File: config.mk
export PLATFORM = sky130hd
export DESIGN_NAME = i2c_slave_transfer_sequencer_core
export DESIGN_NICKNAME = d
export VERILOG_FILES = /design/src/design/i2cs_pkg.sv /design/src/design/i2cs_step.sv /design/src/design/i2c_slave_transfer_sequencer_core.sv
export SDC_FILE = /design/constraint.sdc
export NUM_CORES = 1
export LEC_CHECK = 0
export BUFFER_PORTS_ARGS = -buffer_cell sky130_fd_sc_hd__buf_2
export CORE_MARGIN = 5
export CORE_UTILIZATION = 53
export DETAILED_ROUTE_END_ITERATION = 12
export PLACE_DENSITY_LB_ADDON = 0.05
export SLEW_MARGIN = 15
export SYNTH_ARGS = -nofsm -noshare
export SYNTH_HDL_FRONTEND = slang
export SYNTH_SLANG_ARGS = --single-unit
File: constraint.sdc
create_clock -name i_clk -period 4.2 [get_ports i_clk]
set_clock_uncertainty 0.1 [all_clocks]
set_input_delay 0 -clock i_clk [delete_from_list [all_inputs] [get_ports i_clk]]
set_output_delay 0 -clock i_clk [all_outputs]
set_load 0.02 [all_outputs]
File: src/design/i2cs_pkg.sv
// Shared types and codes for the I2C slave transfer sequencer.
// No dependencies; used by the step logic, the top level and the checker.
package i2cs_pkg;

    typedef enum logic [1:0] {
        OP_LOAD   = 2'd0,
        OP_ARM_TX = 2'd1,
        OP_ARM_RX = 2'd2,
        OP_EVENT  = 2'd3
    } t_op;

    typedef enum logic [3:0] {
        MODE_READY = 4'b0001,
        MODE_INIT  = 4'b0010,
        MODE_TX    = 4'b0100,
        MODE_RX    = 4'b1000
    } t_mode;

    localparam logic [1:0] ACT_NONE   = 2'd0;
    localparam logic [1:0] ACT_LISTEN = 2'd1;
    localparam logic [1:0] ACT_ACK    = 2'd2;
    localparam logic [1:0] ACT_STOP   = 2'd3;

    localparam logic [1:0] OUT_SUCCESS  = 2'd0;
    localparam logic [1:0] OUT_PROGRESS = 2'd1;
    localparam logic [1:0] OUT_FAILED   = 2'd2;

    // slave status codes, prescaler bits masked
    localparam logic [7:0] ST_BUS_ERROR    = 8'h00;
    localparam logic [7:0] ST_SLA_W_ACK    = 8'h60;
    localparam logic [7:0] ST_ARB_SLA_W    = 8'h68;
    localparam logic [7:0] ST_GCALL_ACK    = 8'h70;
    localparam logic [7:0] ST_ARB_GCALL    = 8'h78;
    localparam logic [7:0] ST_DATA_ACK     = 8'h80;
    localparam logic [7:0] ST_DATA_NACK    = 8'h88;
    localparam logic [7:0] ST_GDATA_ACK    = 8'h90;
    localparam logic [7:0] ST_GDATA_NACK   = 8'h98;
    localparam logic [7:0] ST_STOP_RESTART = 8'hA0;
    localparam logic [7:0] ST_SLA_R_ACK    = 8'hA8;
    localparam logic [7:0] ST_ARB_SLA_R    = 8'hB0;
    localparam logic [7:0] ST_TX_ACK       = 8'hB8;
    localparam logic [7:0] ST_TX_NACK      = 8'hC0;
    localparam logic [7:0] ST_LAST_TX_ACK  = 8'hC8;

    typedef struct packed {
        t_mode      mode;
        logic [1:0] outcome;
        logic [7:0] fail_code;
        logic [7:0] rx_counter;
    } t_ctrl;

    // first member is the top bits: bus_action lands in bits [1:0]
    typedef struct packed {
        logic       rejected;
        logic [7:0] fail_status;
        logic [1:0] outcome;
        logic       ready_res;
        logic [7:0] rx_count;
        logic [7:0] rx_byte;
        logic       rx_valid;
        logic [7:0] tx_byte;
        logic       tx_valid;
        logic [1:0] bus_action;
    } t_result;

endpackage

File: src/design/i2cs_step.sv
// Per-transaction decision logic of the I2C slave transfer sequencer.
// Depends on i2cs_pkg; purely combinational, registered by the top level.
module i2cs_step
    import i2cs_pkg::*;
#(
    parameter int TX_DEPTH = 32,
    parameter int RX_LIMIT = 32,
    parameter int LW       = $clog2(TX_DEPTH + 1)
) (
    input  t_op           i_op,
    input  logic [7:0]    i_status,
    input  logic [7:0]    i_data_byte,
    input  logic [7:0]    i_length,
    input  logic [7:0]    i_store_data,
    input  t_ctrl         i_ctrl,
    input  logic [LW-1:0] i_tx_length,
    input  logic [LW-1:0] i_tx_position,
    output t_ctrl         o_ctrl,
    output logic [LW-1:0] o_tx_length,
    output logic [LW-1:0] o_tx_position,
    output t_result       o_result
);

    logic       too_long;
    logic [1:0] action;
    logic       txv;
    logic [7:0] txb;
    logic       rxv;
    logic [7:0] rxb;
    logic       rej;

    always_comb begin
        if (i_op == OP_ARM_TX) begin
            too_long = {1'b0, i_length} > 9'(TX_DEPTH);
        end else begin
            too_long = i_length > 8'(RX_LIMIT);
        end
    end

    always_comb begin
        o_ctrl        = i_ctrl;
        o_tx_length   = i_tx_length;
        o_tx_position = i_tx_position;
        action        = ACT_NONE;
        txv           = 1'b0;
        txb           = 8'h00;
        rxv           = 1'b0;
        rxb           = 8'h00;
        rej           = 1'b0;
        case (i_op)
            OP_LOAD: begin
                // store write happens in the top level
            end
            OP_ARM_TX, OP_ARM_RX: begin
                if (i_ctrl.mode != MODE_READY || too_long) begin
                    rej = 1'b1;
                end else begin
                    o_ctrl.mode = MODE_INIT;
                    if (i_op == OP_ARM_TX) begin
                        o_tx_length   = LW'(i_length);
                        o_tx_position = '0;
                    end else begin
                        o_ctrl.rx_counter = 8'h00;
                    end
                    action = ACT_ACK;
                end
            end
            OP_EVENT: begin
                case (i_status)
                    ST_SLA_R_ACK, ST_TX_ACK: begin
                        if (i_status == ST_SLA_R_ACK) begin
                            o_ctrl.mode = MODE_TX;
                        end
                        o_ctrl.outcome = OUT_SUCCESS;
                        txv = 1'b1;
                        if (i_tx_position < i_tx_length &&
                            i_tx_position < LW'(TX_DEPTH)) begin
                            txb           = i_store_data;
                            o_tx_position = i_tx_position + LW'(1);
                        end else begin
                            txb = 8'hFF;
                        end
                        action = ACT_ACK;
                    end
                    ST_TX_NACK: begin
                        if (i_tx_position >= i_tx_length) begin
                            o_ctrl.outcome = OUT_SUCCESS;
                        end else begin
                            o_ctrl.outcome   = OUT_FAILED;
                            o_ctrl.fail_code = i_status;
                        end
                        o_ctrl.mode = MODE_READY;
                        action      = ACT_LISTEN;
                    end
                    ST_SLA_W_ACK, ST_GCALL_ACK: begin
                        o_ctrl.mode = MODE_RX;
                        action      = ACT_ACK;
                    end
                    ST_DATA_ACK, ST_GDATA_ACK: begin
                        if (i_ctrl.rx_counter != 8'hFF) begin
                            o_ctrl.rx_counter = i_ctrl.rx_counter + 8'd1;
                        end
                        rxv            = 1'b1;
                        rxb            = i_data_byte;
                        o_ctrl.outcome = OUT_PROGRESS;
                        action         = ACT_ACK;
                    end
                    ST_STOP_RESTART: begin
                        o_ctrl.mode = MODE_READY;
                        action      = ACT_LISTEN;
                    end
                    ST_LAST_TX_ACK, ST_DATA_NACK, ST_GDATA_NACK, ST_BUS_ERROR: begin
                        o_ctrl.outcome   = OUT_FAILED;
                        o_ctrl.fail_code = i_status;
                        o_ctrl.mode      = MODE_READY;
                        action           = ACT_STOP;
                    end
                    ST_ARB_SLA_W, ST_ARB_GCALL, ST_ARB_SLA_R: begin
                        o_ctrl.outcome   = OUT_FAILED;
                        o_ctrl.fail_code = i_status;
                        o_ctrl.mode      = MODE_READY;
                        action           = ACT_LISTEN;
                    end
                    default: begin
                        // no-info and unknown codes leave everything alone
                    end
                endcase
            end
            default: begin
            end
        endcase
    end

    always_comb begin
        o_result.bus_action  = action;
        o_result.tx_valid    = txv;
        o_result.tx_byte     = txb;
        o_result.rx_valid    = rxv;
        o_result.rx_byte     = rxb;
        o_result.rx_count    = o_ctrl.rx_counter;
        o_result.ready_res   = (o_ctrl.mode == MODE_READY);
        o_result.outcome     = o_ctrl.outcome;
        o_result.fail_status = o_ctrl.fail_code;
        o_result.rejected    = rej;
    end

endmodule

File: src/design/i2c_slave_transfer_sequencer_core.sv
// Top level of the I2C slave transfer sequencer: stream ports, input and
// result registers, transmit byte store. Depends on i2cs_pkg and i2cs_step.
//
//  channel | dir | tdata / tuser                                  | per transaction
//  s_axis  | in  | op in tuser, status/data_byte/slot/length      | one command or bus event
//  m_axis  | out | bus_action..rejected, 40 bits                  | one result per command or event
//
// An accepted transaction is registered, decided by the step logic and its result
// registered in turn; one transaction per cycle while m_axis does not stall.
// The rate is set by the single step of decision logic between the two registers.
// A stall on m_axis holds the result; s_axis keeps accepting until the input
// register is also full. Reset is synchronous, active low, and returns the
// block to ready with success, empty pipeline; the byte store is not cleared.
module i2c_slave_transfer_sequencer_core
    import i2cs_pkg::*;
#(
    parameter int TX_DEPTH = 32,
    parameter int RX_LIMIT = 32
) (
    input  logic        i_clk,
    input  logic        i_rst_n,
    input  logic        s_axis_tvalid,
    output logic        s_axis_tready,
    // [7:0] status, [15:8] data_byte, [20:16] slot, [28:21] length, [31:29] zero
    input  logic [31:0] s_axis_tdata,
    // [1:0] op
    input  logic [1:0]  s_axis_tuser,
    output logic        m_axis_tvalid,
    input  logic        m_axis_tready,
    // [1:0] bus_action, [2] tx_valid, [10:3] tx_byte, [11] rx_valid,
    // [19:12] rx_byte, [27:20] rx_count, [28] ready_res, [30:29] outcome,
    // [38:31] fail_status, [39] rejected
    output logic [39:0] m_axis_tdata
);

    localparam int LW = $clog2(TX_DEPTH + 1);
    // slot is five bits, so at most 32 entries can ever be written
    localparam int SD = (TX_DEPTH < 32) ? TX_DEPTH : 32;
    localparam int IW = (SD > 1) ? $clog2(SD) : 1;

    logic          r_in_valid;
    t_op           r_op;
    logic [7:0]    r_status;
    logic [7:0]    r_data_byte;
    logic [4:0]    r_slot;
    logic [7:0]    r_length;

    t_ctrl         r_ctrl;
    t_ctrl         n_ctrl;
    logic [LW-1:0] r_tx_length;
    logic [LW-1:0] n_tx_length;
    logic [LW-1:0] r_tx_position;
    logic [LW-1:0] n_tx_position;

    logic [7:0]    r_store [SD];
    logic [7:0]    r_store_rd;
    logic [LW-1:0] rd_pos;
    logic [IW-1:0] rd_idx;
    logic [IW-1:0] wr_idx;
    logic          wr_en;

    logic          r_out_valid;
    t_result       r_out;
    t_result       n_out;

    logic          s_acc;
    logic          adv;

    assign adv           = r_in_valid && (!r_out_valid || m_axis_tready);
    assign s_axis_tready = !r_in_valid || adv;
    assign s_acc         = s_axis_tvalid && s_axis_tready;

    // store read is registered, at the transmit position in force next cycle
    assign rd_pos = adv ? n_tx_position : r_tx_position;
    assign rd_idx = (rd_pos < LW'(SD)) ? rd_pos[IW-1:0] : '0;
    assign wr_idx = ({4'd0, r_slot} < 9'(SD)) ? r_slot[IW-1:0] : '0;
    assign wr_en  = adv && (r_op == OP_LOAD) && ({4'd0, r_slot} < 9'(TX_DEPTH));

    i2cs_step #(
        .TX_DEPTH (TX_DEPTH),
        .RX_LIMIT (RX_LIMIT),
        .LW       (LW)
    ) u_step (
        .i_op          (r_op),
        .i_status      (r_status),
        .i_data_byte   (r_data_byte),
        .i_length      (r_length),
        .i_store_data  (r_store_rd),
        .i_ctrl        (r_ctrl),
        .i_tx_length   (r_tx_length),
        .i_tx_position (r_tx_position),
        .o_ctrl        (n_ctrl),
        .o_tx_length   (n_tx_length),
        .o_tx_position (n_tx_position),
        .o_result      (n_out)
    );

    always_ff @(posedge i_clk) begin
        if (!i_rst_n) begin
            r_in_valid    <= 1'b0;
            r_out_valid   <= 1'b0;
            r_ctrl.mode       <= MODE_READY;
            r_ctrl.outcome    <= OUT_SUCCESS;
            r_ctrl.fail_code  <= 8'h00;
            r_ctrl.rx_counter <= 8'h00;
            r_tx_length   <= '0;
            r_tx_position <= '0;
        end else begin
            if (s_acc) begin
                r_in_valid <= 1'b1;
            end else if (adv) begin
                r_in_valid <= 1'b0;
            end
            if (adv) begin
                r_out_valid   <= 1'b1;
                r_ctrl        <= n_ctrl;
                r_tx_length   <= n_tx_length;
                r_tx_position <= n_tx_position;
            end else if (m_axis_tready) begin
                r_out_valid <= 1'b0;
            end
        end
    end

    always_ff @(posedge i_clk) begin
        if (s_acc) begin
            r_op        <= t_op'(s_axis_tuser);
            r_status    <= s_axis_tdata[7:0];
            r_data_byte <= s_axis_tdata[15:8];
            r_slot      <= s_axis_tdata[20:16];
            r_length    <= s_axis_tdata[28:21];
        end
        if (adv) begin
            r_out <= n_out;
        end
        if (wr_en) begin
            r_store[wr_idx] <= r_data_byte;
        end
        // a load to the entry being fetched passes its byte straight through
        if (wr_en && wr_idx == rd_idx) begin
            r_store_rd <= r_data_byte;
        end else begin
            r_store_rd <= r_store[rd_idx];
        end
    end

    assign m_axis_tvalid = r_out_valid;
    assign m_axis_tdata  = r_out;

endmodule

# After elaboration in Yosys (flattened, before gate mapping)
# Memories as Yosys holds them, arrays and structs flattened. A register that Yosys moved wholly into a read port is not among the register bits.
# Index checks and enable logic that the tools add are counted.
[totals]
n_memories = 1
output_inout_bits = 42
reg_bits = 107
word_cells = 113
mem_bits_rw = 256
input_bits = 38
[op_classes]
addsub = 2
magnitude_cmp = 6
n_bitwise = 1
n_eq_ne = 20
muxes = 35
reduce_logical = 25
[mem_list]
columns = ["name", "depth", "word_bits", "read_ports", "rd_clocked_by_memory_dff", "write_ports", "line_no", "source"]
rows = [
  ["r_store", 32, 8, 1, 1, 1, "i2c_slave_transfer_sequencer_core.sv:55", "logic [7:0] r_store [SD];"],
]
[ops]
columns = ["op", "count"]
rows = [
  ["== test 8 bit (second input constant)", 10],
  ["two-way mux 8 bit", 6],
  ["== test 8 x 7 -> 1 bit (second input constant)", 4],
  ["one-hot mux 8 bit (2 select lines)", 2],
  ["two-way mux 6 bit", 5],
  ["greater-than comparator 8 x 6 -> 1 bit (second input constant)", 2],
  ["less-than comparator 6 bit (second input constant)", 2],
  ["one-hot mux 4 bit (3 select lines)", 1],
  ["one-hot mux 6 bit (2 select lines)", 1],
  ["two-way mux 1 bit", 10],
  ["two-way mux 10 bit", 1],
  ["OR reduction 9 bit", 1],
  ["adder 8 x 1 -> 8 bit (second input constant)", 1],
  ["logical NOT 8 bit", 1],
  ["two-way mux 4 bit", 2],
  ["!= test 8 bit (second input constant)", 1],
  ["one-hot mux 2 bit (4 select lines)", 1],
  ["one-hot mux 4 bit (2 select lines)", 1],
  ["OR reduction 2 bit", 4],
  ["OR reduction 7 bit", 1],
  ["adder 6 x 1 -> 6 bit (second input constant)", 1],
  ["greater-or-equal comparator 6 bit", 1],
  ["less-than comparator 6 bit", 1],
  ["one-hot mux 2 bit (3 select lines)", 1],
  ["other kinds (18)", 28],
]

# Depth between registers and ports, before layout
# Gate-level depths: netlist of run 1.
[depth]
word_depth = 8
mapped_depth = 9
mapped_depth_nobuf = 8

# By module
# From an unflattened synthesis of run 1, not the netlist that was laid out.
[hier_totals]
cells_unflattened = 920
area_unflattened_um2 = 15369.7
[modules_own_cells]
columns = ["module", "seq_area_each_um2", "area_each_um2", "n_inst", "cells_per_inst"]
rows = [
  ["i2c_slave_transfer_sequencer_core", 10640.2, 13640.6, 1, 677],
  ["i2cs_step", 0.0, 1729.2, 1, 243],
]

# Least setup slack after synthesis of run 1
# No wires, ideal clock.
[synth_path]
path_type = "flip-flop to flip-flop"
from = "reg r_out_valid (netlist: m_axis_tvalid)"
to = "mem r_store[20][0] (enable)"
path_stages_with_launch = 7
t_arrival_ns = 2.869
required_ns = 3.728
period_less_slack_ns = 3.341
setup_ns = 0.372
setup_slack_ns = 0.859
path_buffers = 1
cell_sequence = "dfxtp_1 nand2b_1 nand2_1 inv_1 buf_1 nand4_1 nor2_1"
[synth_via]
elab_chain_cells = 6
[synth_lines]
columns = ["element", "line_no", "source"]
rows = [
  ["start: declaration", "i2c_slave_transfer_sequencer_core.sv:62", "logic r_out_valid;"],
  ["start signal: assignment", "i2c_slave_transfer_sequencer_core.sv:101", "r_out_valid <= 1'b0;"],
  ["start signal: assignment", "i2c_slave_transfer_sequencer_core.sv:115", "r_out_valid <= 1'b1;"],
  ["start signal: assignment", "i2c_slave_transfer_sequencer_core.sv:120", "r_out_valid <= 1'b0;"],
  ["logical NOT 1 bit", "i2c_slave_transfer_sequencer_core.sv:69", "assign adv = r_in_valid && (!r_out_valid || m_axis_tready);"],
  ["logical OR 1 bit", "i2c_slave_transfer_sequencer_core.sv:69", ""],
  ["logical AND 1 bit", "i2c_slave_transfer_sequencer_core.sv:69", ""],
  ["named net adv", "i2c_slave_transfer_sequencer_core.sv:67", "logic adv;"],
  ["logical AND 1 bit", "i2c_slave_transfer_sequencer_core.sv:77", "assign wr_en = adv && (r_op == OP_LOAD) && ({4'd0, r_slot} < 9'(TX_DEPTH));"],
  ["two-way mux 1 bit", "i2c_slave_transfer_sequencer_core.sv:136", "if (wr_en) begin"],
  ["two-way mux 1 bit (implied by the code)", "i2c_slave_transfer_sequencer_core.sv:137", "r_store[wr_idx] <= r_data_byte;"],
  ["end: declaration", "i2c_slave_transfer_sequencer_core.sv:55", ""],
]
# The timed path passes the listed nets, and every way through them passes these cells.

==> flow_summary.ini, run 1 <==
[drt]
drc = 0
drt_iter0_markers = 724
routedWlPerCell_um = 21.9
ant_nets = 0
routed_via_density = 5.74
finalWirelength_um = 31900
num_vias = 8369
dr.pass1.iters = 5

[grt]
antenna_found_initial = 0
gr-total-overflow = 0
grt_pass1_vias = 8216
grt_max_degree = 43
grt.total_usage_pct = 20.5
grt_pass1_wl_um = 48500

[clocking]
cts.sink_count = 368
cts_resized = 0
numCtsBuffers = 38
tritoncts = yes
clk_path_buf_depth = 3
htreeDepth = 2
clock-root-buffer = clkbuf_16
worstSkewPairLatency_ns = 0.51
clk_pin_slew_ns = 0.06

[synthesis]
ys_types = 63
yosysSeqAreaShare_pct = 70.9
synth_fp_nets = 971
synth_area_leaders = edfxtp_1 65%, mux4_2 9.6%, dfxtp_1 5.5%
yosys_warnings = 0
syn_inst = 920
netlist.area_leader.share_pct = 65.5
synth.ff_latch_count = 368
avgSynthCellArea_sq_um = 16.3
synth_area_leader_cell = edfxtp_1
synth_edf_count = 327
async_flop_share_pct = 0
ys.flop_type = edfxtp_1
synth_area_sq_um = 15000

[die]
num_io_pins = 80
core-area_sq_um = 27900
start_util_pct = 53.8
fp-row-count = 61
dieArea_sq_um = 31800
die_h_um = 178
fp.dieW_um = 178

[timing]
finalSetupViolCount = 0
rsz0062_at_grt = false
hold-worst-slack_ns = 0.0924
post-route-period-util_pct = 66.6
fin_setup_tns_ns = 0
fmax_mhz = 358
fin_crit_ns = 2.80
maxSlewViolCount = 0
slew_headroom_pct = 36.1
hold_viol = 0
worst_pin_slew_ns = 0.954

[layout]
areaGrowthSynthToFinish_pct = 16.6
n_antenna_cell = 0
final_common_cell = edfxtp_1
drive_gt1_share_pct = 22.0
fin_cells = 1457
final_cell_mix = 327 x edfxtp_1, 76 x buf_2, 64 x mux4_2
fin_util_pct = 62.8
nets = 1100

[critical_path]
cp.arrival_ns = 2.96
r2r_end = m_axis_tdata[35]
worst_setup_path_start_kind = register
rrSetupSlack_ns = 1.40
crit_path_end_kind = register
critical_path_class = reg2reg
r2r_cells = 6
cp_data_required_time_ns = 4.36
path_max_fanout = 10
rr_startpoint = r_tx_position[3]

[run]
maxCapViolCount = 0

[pwr]
leakagePower_uw = 0.00586
power.density_nw_per_um2 = 436
power_uw = 7620
irDropWorstVdd_uv = 418

[placement]
dp_hpwl_um = 20500
numPortBuffers = 76
gp_congestion = 0.821
dpl.cell_count = 1346

[hold_path]
worstHoldStart = s_axis_tdata[6]
hold_depth = 2
hp-class = in2reg
min_to = r_status[6]

[outcome]
status = completed
[cells by family (layout without fill, tap and decap cells)]
kind of cell,count (synthesis),in the layout,share of synthesized area [%]
flip-flops,368,368,70.9
adder cells (fa/ha/maj),13,13,1.08
buffers and inverters,67,226,1.94
AND/OR/NAND/NOR,237,237,8.01
AO/OA/AOI/OAI,145,145,6.63
multiplexers,90,90,11.4
[repair_timing]
| action | in CTS | in global routing |
|---|---|---|
| setup buffers | 0 | 0 |
| hold endpoints to repair | 37 | 0 |
| hold buffers | 36 | 0 |
[power breakdown]
group | internal, uW | total (uW) | switching (uW)
clock | 2000 | 3310 | 1320
combinational | 88.6 | 250 | 161
sequential | 4020 | 4060 | 35.4
total | 6110 | 7620 | 1520
[routing by layer]
metal / vias to the layer above / global-route usage (%) / routed length, um
met5: - / 0 / 0
met4: 0 / 5.21 / 674
met3: 50 / 3.05 / 1960
met2: 279 / 33.1 / 15400
met1: 4162 / 29.7 / 13800
li1: 3878 / - / -
[how the worst max path moves through the flow]
stage / start / slack (ns) / endpoint
2_1_floorplan: m_axis_tvalid / 0.86 / r_store[20][0]
3_3_place_gp: register / 1.40 / m_axis_tdata[6]
3_5_place_dp: register / 1.39 / m_axis_tdata[6]
4_1_cts: register / 1.37 / m_axis_tdata[6]
5_1_grt: r_tx_position[3] / 1.21 / m_axis_tdata[35]
6_report: r_tx_position[3] / 1.40 / m_axis_tdata[35]
[cell usage after synthesis (all sizes together) (14+ instances only)]
library cell / number
a21oi: 35
edfxtp: 327
nor2b: 28
and2: 14
nand2: 50
and3: 16
clkbuf: 25
nand3: 17
mux4: 64
buf: 20
mux2i: 21
a22oi: 16
o21ai: 29
a211oi: 18
nor2: 63
inv: 22
dfxtp: 41
[flip-flops by register name, summed over array words and instances, names as in the netlist, named ones only]
signal         cells
r_length           8
r_tx_position      6
m_axis_tdata      40
r_store          256
r_status           8
r_slot             5
r_ctrl            22
r_op               2
m_axis_tvalid      1
r_in_valid         1
r_data_byte        8
r_tx_length        6
[critical path, stage by stage (launching register included)]
cell and delay [ns]:
dfxtp_1 0.47, ha_1 0.30, a21oi_1 0.15, o21ai_0 0.18, o21bai_1 0.32, a221oi_4 0.60, mux2_2 0.41
[stage by stage]
step | setup WS [ns] | instance area [sq um]
floorplan | 0.859 | 15000
global placement | 1.40 | 15800
detailed placement | 1.39 | 15800
CTS | 1.37 | 17400
global route | 1.21 | 17500
finish | 1.40 | 17500
[area by class of cell]
cell class,count,area (sq um)
clock buffer,51,1080
clock inverter,19,168
fill,2037,10400
inverter,22,82.6
multi-input combinational,485,4070
sequential,368,10600
tap,378,473
timing repair buffer,134,966
(Power assumes the default switching activity.)
==> run 2: changes to the inputs <==
ABC_AREA = 1   (was default)
clock period = 2.5 ns   (was 4.2 ns; I/O delays follow)
==> flow_summary.ini, run 2 <==
[outcome]
status = completed

[timing]
fmax_mhz = 443
worst_pin_slew_ns = 0.626
finalSetupViolCount = 0
hold_viol = 0
fin_setup_tns_ns = 0
hold-worst-slack_ns = 0.0880
rsz0062_at_grt = false
maxSlewViolCount = 0
fin_crit_ns = 2.26
slew_headroom_pct = 58.2
finalWorstSetupSlack_ns = 0.244
post-route-period-util_pct = 90.2

[synthesis]
yosys_warnings = 0
synth_area_sq_um = 15400
syn_inst = 1380
netlist.area_leader.share_pct = 63.8
synth_area_leader_cell = edfxtp_1
avgSynthCellArea_sq_um = 11.1
synth_area_leaders = edfxtp_1 64%, nor2_1 6.7%, dfxtp_1 5.3%
ys_top_cells_by_count = 327 x edfxtp_1, 276 x nor2_1, 161 x o21ai_0
ys.flop_type = edfxtp_1
synth_fp_nets = 1431
synth.ff_latch_count = 368
async_flop_share_pct = 0
synth.most_common_cell = edfxtp_1
yosysSeqAreaShare_pct = 69.2
synth_edf_count = 327
ys_types = 36

[grt]
gr-total-overflow = 0
grt.total_usage_pct = 22.3
antenna_found_initial = 1
grt_pass1_wl_um = 57600
grt_pass1_vias = 10388
grt_max_degree = 81

[critical_path]
worst_setup_path_start_kind = register
cp.arrival_ns = 2.61
path_max_fanout = 14
critical_path_class = reg2reg
cp_data_required_time_ns = 2.86
crit_path_end_kind = register

[drt]
routedWlPerCell_um = 19.0
drc = 0
ant_nets = 0
drt_iter0_markers = 1033
dr.pass1.iters = 6
routed_via_density = 5.46
wl_met2_um = 17900
routed.top_layer = met4
num_vias = 10703
met1_length_um = 16000
wl_met3_um = 2150
finalWirelength_um = 37100

[layout]
fin_util_pct = 63.6
areaGrowthSynthToFinish_pct = 18.6
largest-register = r_store
nets = 1594
final_cell_mix = 327 x edfxtp_1, 276 x nor2_1, 161 x o21ai_0
largest_reg_flops = 256
final_common_cell = edfxtp_1
drive_gt1_share_pct = 14.8

[clocking]
tritoncts = yes
cts.sink_count = 368
clk_pin_slew_ns = 0.06
htreeDepth = 2
numCtsBuffers = 39
clock-root-buffer = clkbuf_16
worstSkewPairLatency_ns = 0.52
cts_setup_buffers = 0
clk_path_buf_depth = 3

[placement]
post-place-ws_ns = 0.254
gp_congestion = 0.853
numPortBuffers = 76
dp_hpwl_um = 23000

[pwr]
power.density_nw_per_um2 = 720
combPwrFrac_pct = 4.1
irDropWorstVdd_uv = 716
netSwitchingPower_uw = 2720
p_int_uw = 10400
switching_share_pct = 20.7
leakagePower_uw = 0.00686
p_seq_share_pct = 52.2
pwr-share-clk_pct = 43.7

[die]
fp-row-count = 62
core-area_sq_um = 28700
num_io_pins = 80
dieArea_sq_um = 32500
fp.dieW_um = 180
die_h_um = 180
start_util_pct = 53.6

[hold_path]
hp-class = in2reg

[run]
maxCapViolCount = 0
[run 2: layout make-up]
cell class              instances  area [sq um]
flip-flops and latches        368         10600
fillers                      2232         10500
multi-input cells             835          4030
repair buffers                188          1390
clock buffers                  54          1070
well taps                     384           480
inverters                     111           418
clock inverters                18           208
diodes                          1          2.50
[run 2: kinds of logic after synthesis]
kind of cell / synth area share, %
buf+inv: 4.65
compound gates: 10.9
simple gates: 14.2
fa+ha+maj: 1.06
xor+xnor: 0.114
flops: 69.2
[run 2: critical path: stages, from the launching register on]
cell,delay (ns)
dfxtp_1,0.42
ha_1,0.26
nand2_1,0.08
inv_1,0.05
nand2_1,0.05
nand3_1,0.09
nor2_1,0.21
nand2_1,0.20
nand2_1,0.16
nand2_4,0.13
inv_1,0.15
nand2_1,0.09
nand3_1,0.08
nand2_1,0.06
inv_1,0.05
[run 2: power by group through the flow]
stage | clock network [uW] | logic, uW | registers (uW)
final | 5740 | 544 | 6850
after global routing | 6110 | 598 | 6860
after CTS | 5850 | 543 | 6850
after detailed placement | 0 | 497 | 6980
after global placement | 0 | 489 | 6980
after floorplan | 0 | 211 | 7050
[run 2: what timing repair did]
action / CTS / global route
endpoints found under the setup margin: 0 / 2
hold buffers: 36 / 0
hold endpoints to repair: 57 / 0
resized for setup: 0 / 1
[run 2: per-stage QoR]
stage	cell area [sq um]	instances	power, uW
after floorplan	15400	1380	7260
final	18200	1959	13100
after detailed placement	16600	1850	7470
after global placement	16600	1850	7470
after CTS	18200	1958	13200
after global routing	18200	1959	13600
[run 2: path summary, 6_finish.rpt]
kind,from,endpoint,slack [ns],cells after the start
worst min register to register,r_ctrl[9],r_ctrl[9],0.35,2
worst min-delay path,s_axis_tdata[23],r_length[2],0.09,2
worst max register to register,r_tx_position[4],r_ctrl[14],0.24,14
worst max-delay path,r_tx_position[4],r_ctrl[14],0.24,14
[run 2: routing by layer]
metal  track usage, %  up-vias
li1                 -     5174
met1             30.2     5123
met2             37.6      345
met3             3.53       61
met4             7.08        0
met5                0        -
==> run 3: changes to the inputs <==
clock period = 2.6 ns   (was 2.5 ns; I/O delays follow)
==> flow_summary.ini, run 3 (synthesis gave the netlist of run 2 again) <==
[outcome]
status = completed

[die]
die_h_um = 180
fp-row-count = 62
core-area_sq_um = 28700
dieArea_sq_um = 32500
fp.dieW_um = 180
num_io_pins = 80
start_util_pct = 53.6

[clocking]
clk_pin_slew_ns = 0.06
htreeDepth = 2
clock-root-buffer = clkbuf_16
cts.sink_count = 368
cts_setup_buffers = 0
clk_path_buf_depth = 3
tritoncts = yes
worstSkewPairLatency_ns = 0.52
numCtsBuffers = 38

[placement]
gp_congestion = 0.885
dp_hpwl_um = 23100
post-place-ws_ns = 0.271
placed_cell_area_sq_um = 16600
numPortBuffers = 76

[layout]
final_common_cell = edfxtp_1
areaGrowthSynthToFinish_pct = 18.6
stdcell_area_sq_um = 18200
drive_gt1_share_pct = 14.6
largest_reg_flops = 256
n_antenna_cell = 0
nets = 1591
fill_cells = 2332
largest-register = r_store
final_cell_mix = 327 x edfxtp_1, 276 x nor2_1, 161 x o21ai_0

[critical_path]
rrSetupSlack_ns = 0.21
path_max_fanout = 73
worst_setup_path_start_kind = register
crit_path_end_kind = register
critical_path_class = reg2reg
critical_path.endpoint = m_axis_tdata[3]
r2r_cells = 10
cp_data_required_time_ns = 2.78
cp.arrival_ns = 2.58
r2r_end = m_axis_tdata[3]

[drt]
num_vias = 10658
ant_nets = 0
routedWlPerCell_um = 18.8
drt_iter0_markers = 791
dr.pass1.iters = 5
finalWirelength_um = 36700
drc = 0
routed_via_density = 5.46

[timing]
rsz0062_at_grt = false
fmax_mhz = 418
finalWorstSetupSlack_ns = 0.205
finalSetupViolCount = 0
fin_crit_ns = 2.39
fin_setup_tns_ns = 0
slew_headroom_pct = 56.2
maxSlewViolCount = 0
hold_viol = 0
post-route-period-util_pct = 92.1
worst_pin_slew_ns = 0.656

[pwr]
power_uw = 12700
power.density_nw_per_um2 = 696
leakagePower_uw = 0.00685
irDropWorstVdd_uv = 584

[hold_path]
hp-class = in2reg
hold_depth = 2

[grt]
grt_max_degree = 79
grt.total_usage_pct = 22.3
grt_pass1_wl_um = 57600
gr-total-overflow = 0
grt_pass1_vias = 10528
antenna_found_initial = 0

[run]
maxCapViolCount = 0
[run 3: what timing repair did]
| action | in CTS | in global routing |
|---|---|---|
| hold buffers | 36 | 0 |
| hold endpoints to repair | 56 | 0 |
| setup endpoints to repair | 0 | 2 |
| resized for setup | 0 | 1 |
[run 3: area by class of cell]
| type | instances | area, sq um | area share [%] |
|---|---|---|---|
| sequential | 368 | 10600 | 58.4 |
| multi-input combinational | 835 | 4030 | 22.1 |
| timing repair buffer | 186 | 1370 | 7.49 |
| clock buffer | 48 | 1050 | 5.77 |
| tap | 384 | 480 | 2.63 |
| inverter | 111 | 418 | 2.29 |
| clock inverter | 19 | 245 | 1.34 |
[run 3: metrics by stage]
| step | cells | util (%) | hold WS [ns] |
|---|---|---|---|
| floorplan | 1380 | - | -0.00113 |
| global placement | 1847 | 57.7 | 0.0760 |
| detailed placement | 1847 | 57.7 | 0.0781 |
| CTS | 1950 | 63.5 | 0.0613 |
| global route | 1951 | 63.5 | 0.0830 |
| finish | 1951 | 63.5 | 0.0901 |
[run 3: worst min-delay path by stage]
stage | startpoint | to | slack [ns]
floorplan | s_axis_tdata[8] | r_data_byte[0] | -0.001
global placement | s_axis_tdata[0] | r_status[0] | 0.08
detailed placement | s_axis_tdata[2] | r_status[2] | 0.08
CTS | s_axis_tdata[0] | r_status[0] | 0.06
global route | s_axis_tdata[21] | r_length[0] | 0.08
finish | s_axis_tdata[7] | r_status[7] | 0.09
[run 3: report_power, final]
part	internal (uW)	total (uW)	switching, uW
Clock	3460	5600	2150
Combinational	169	512	342
Sequential	6530	6590	56.1
Total	10200	12700	2540
[run 3: layer usage]
layer	up-vias	GRT usage (%)	wire length [um]
li1	5166	-	-
met1	5085	29.3	15300
met2	330	37.9	18000
met3	77	3.63	2130
met4	0	8.11	1240
met5	-	0	0
[run 3: critical path: stages, from the launching register on]
cell,delay [ns]
dfxtp_4,0.40
clkinv_2,0.24
buf_12,0.26
o21ai_0,0.34
o211ai_1,0.20
nand3_1,0.18
nand2_1,0.07
a21oi_1,0.12
nand2_1,0.08
nand2_1,0.07
inv_1,0.04
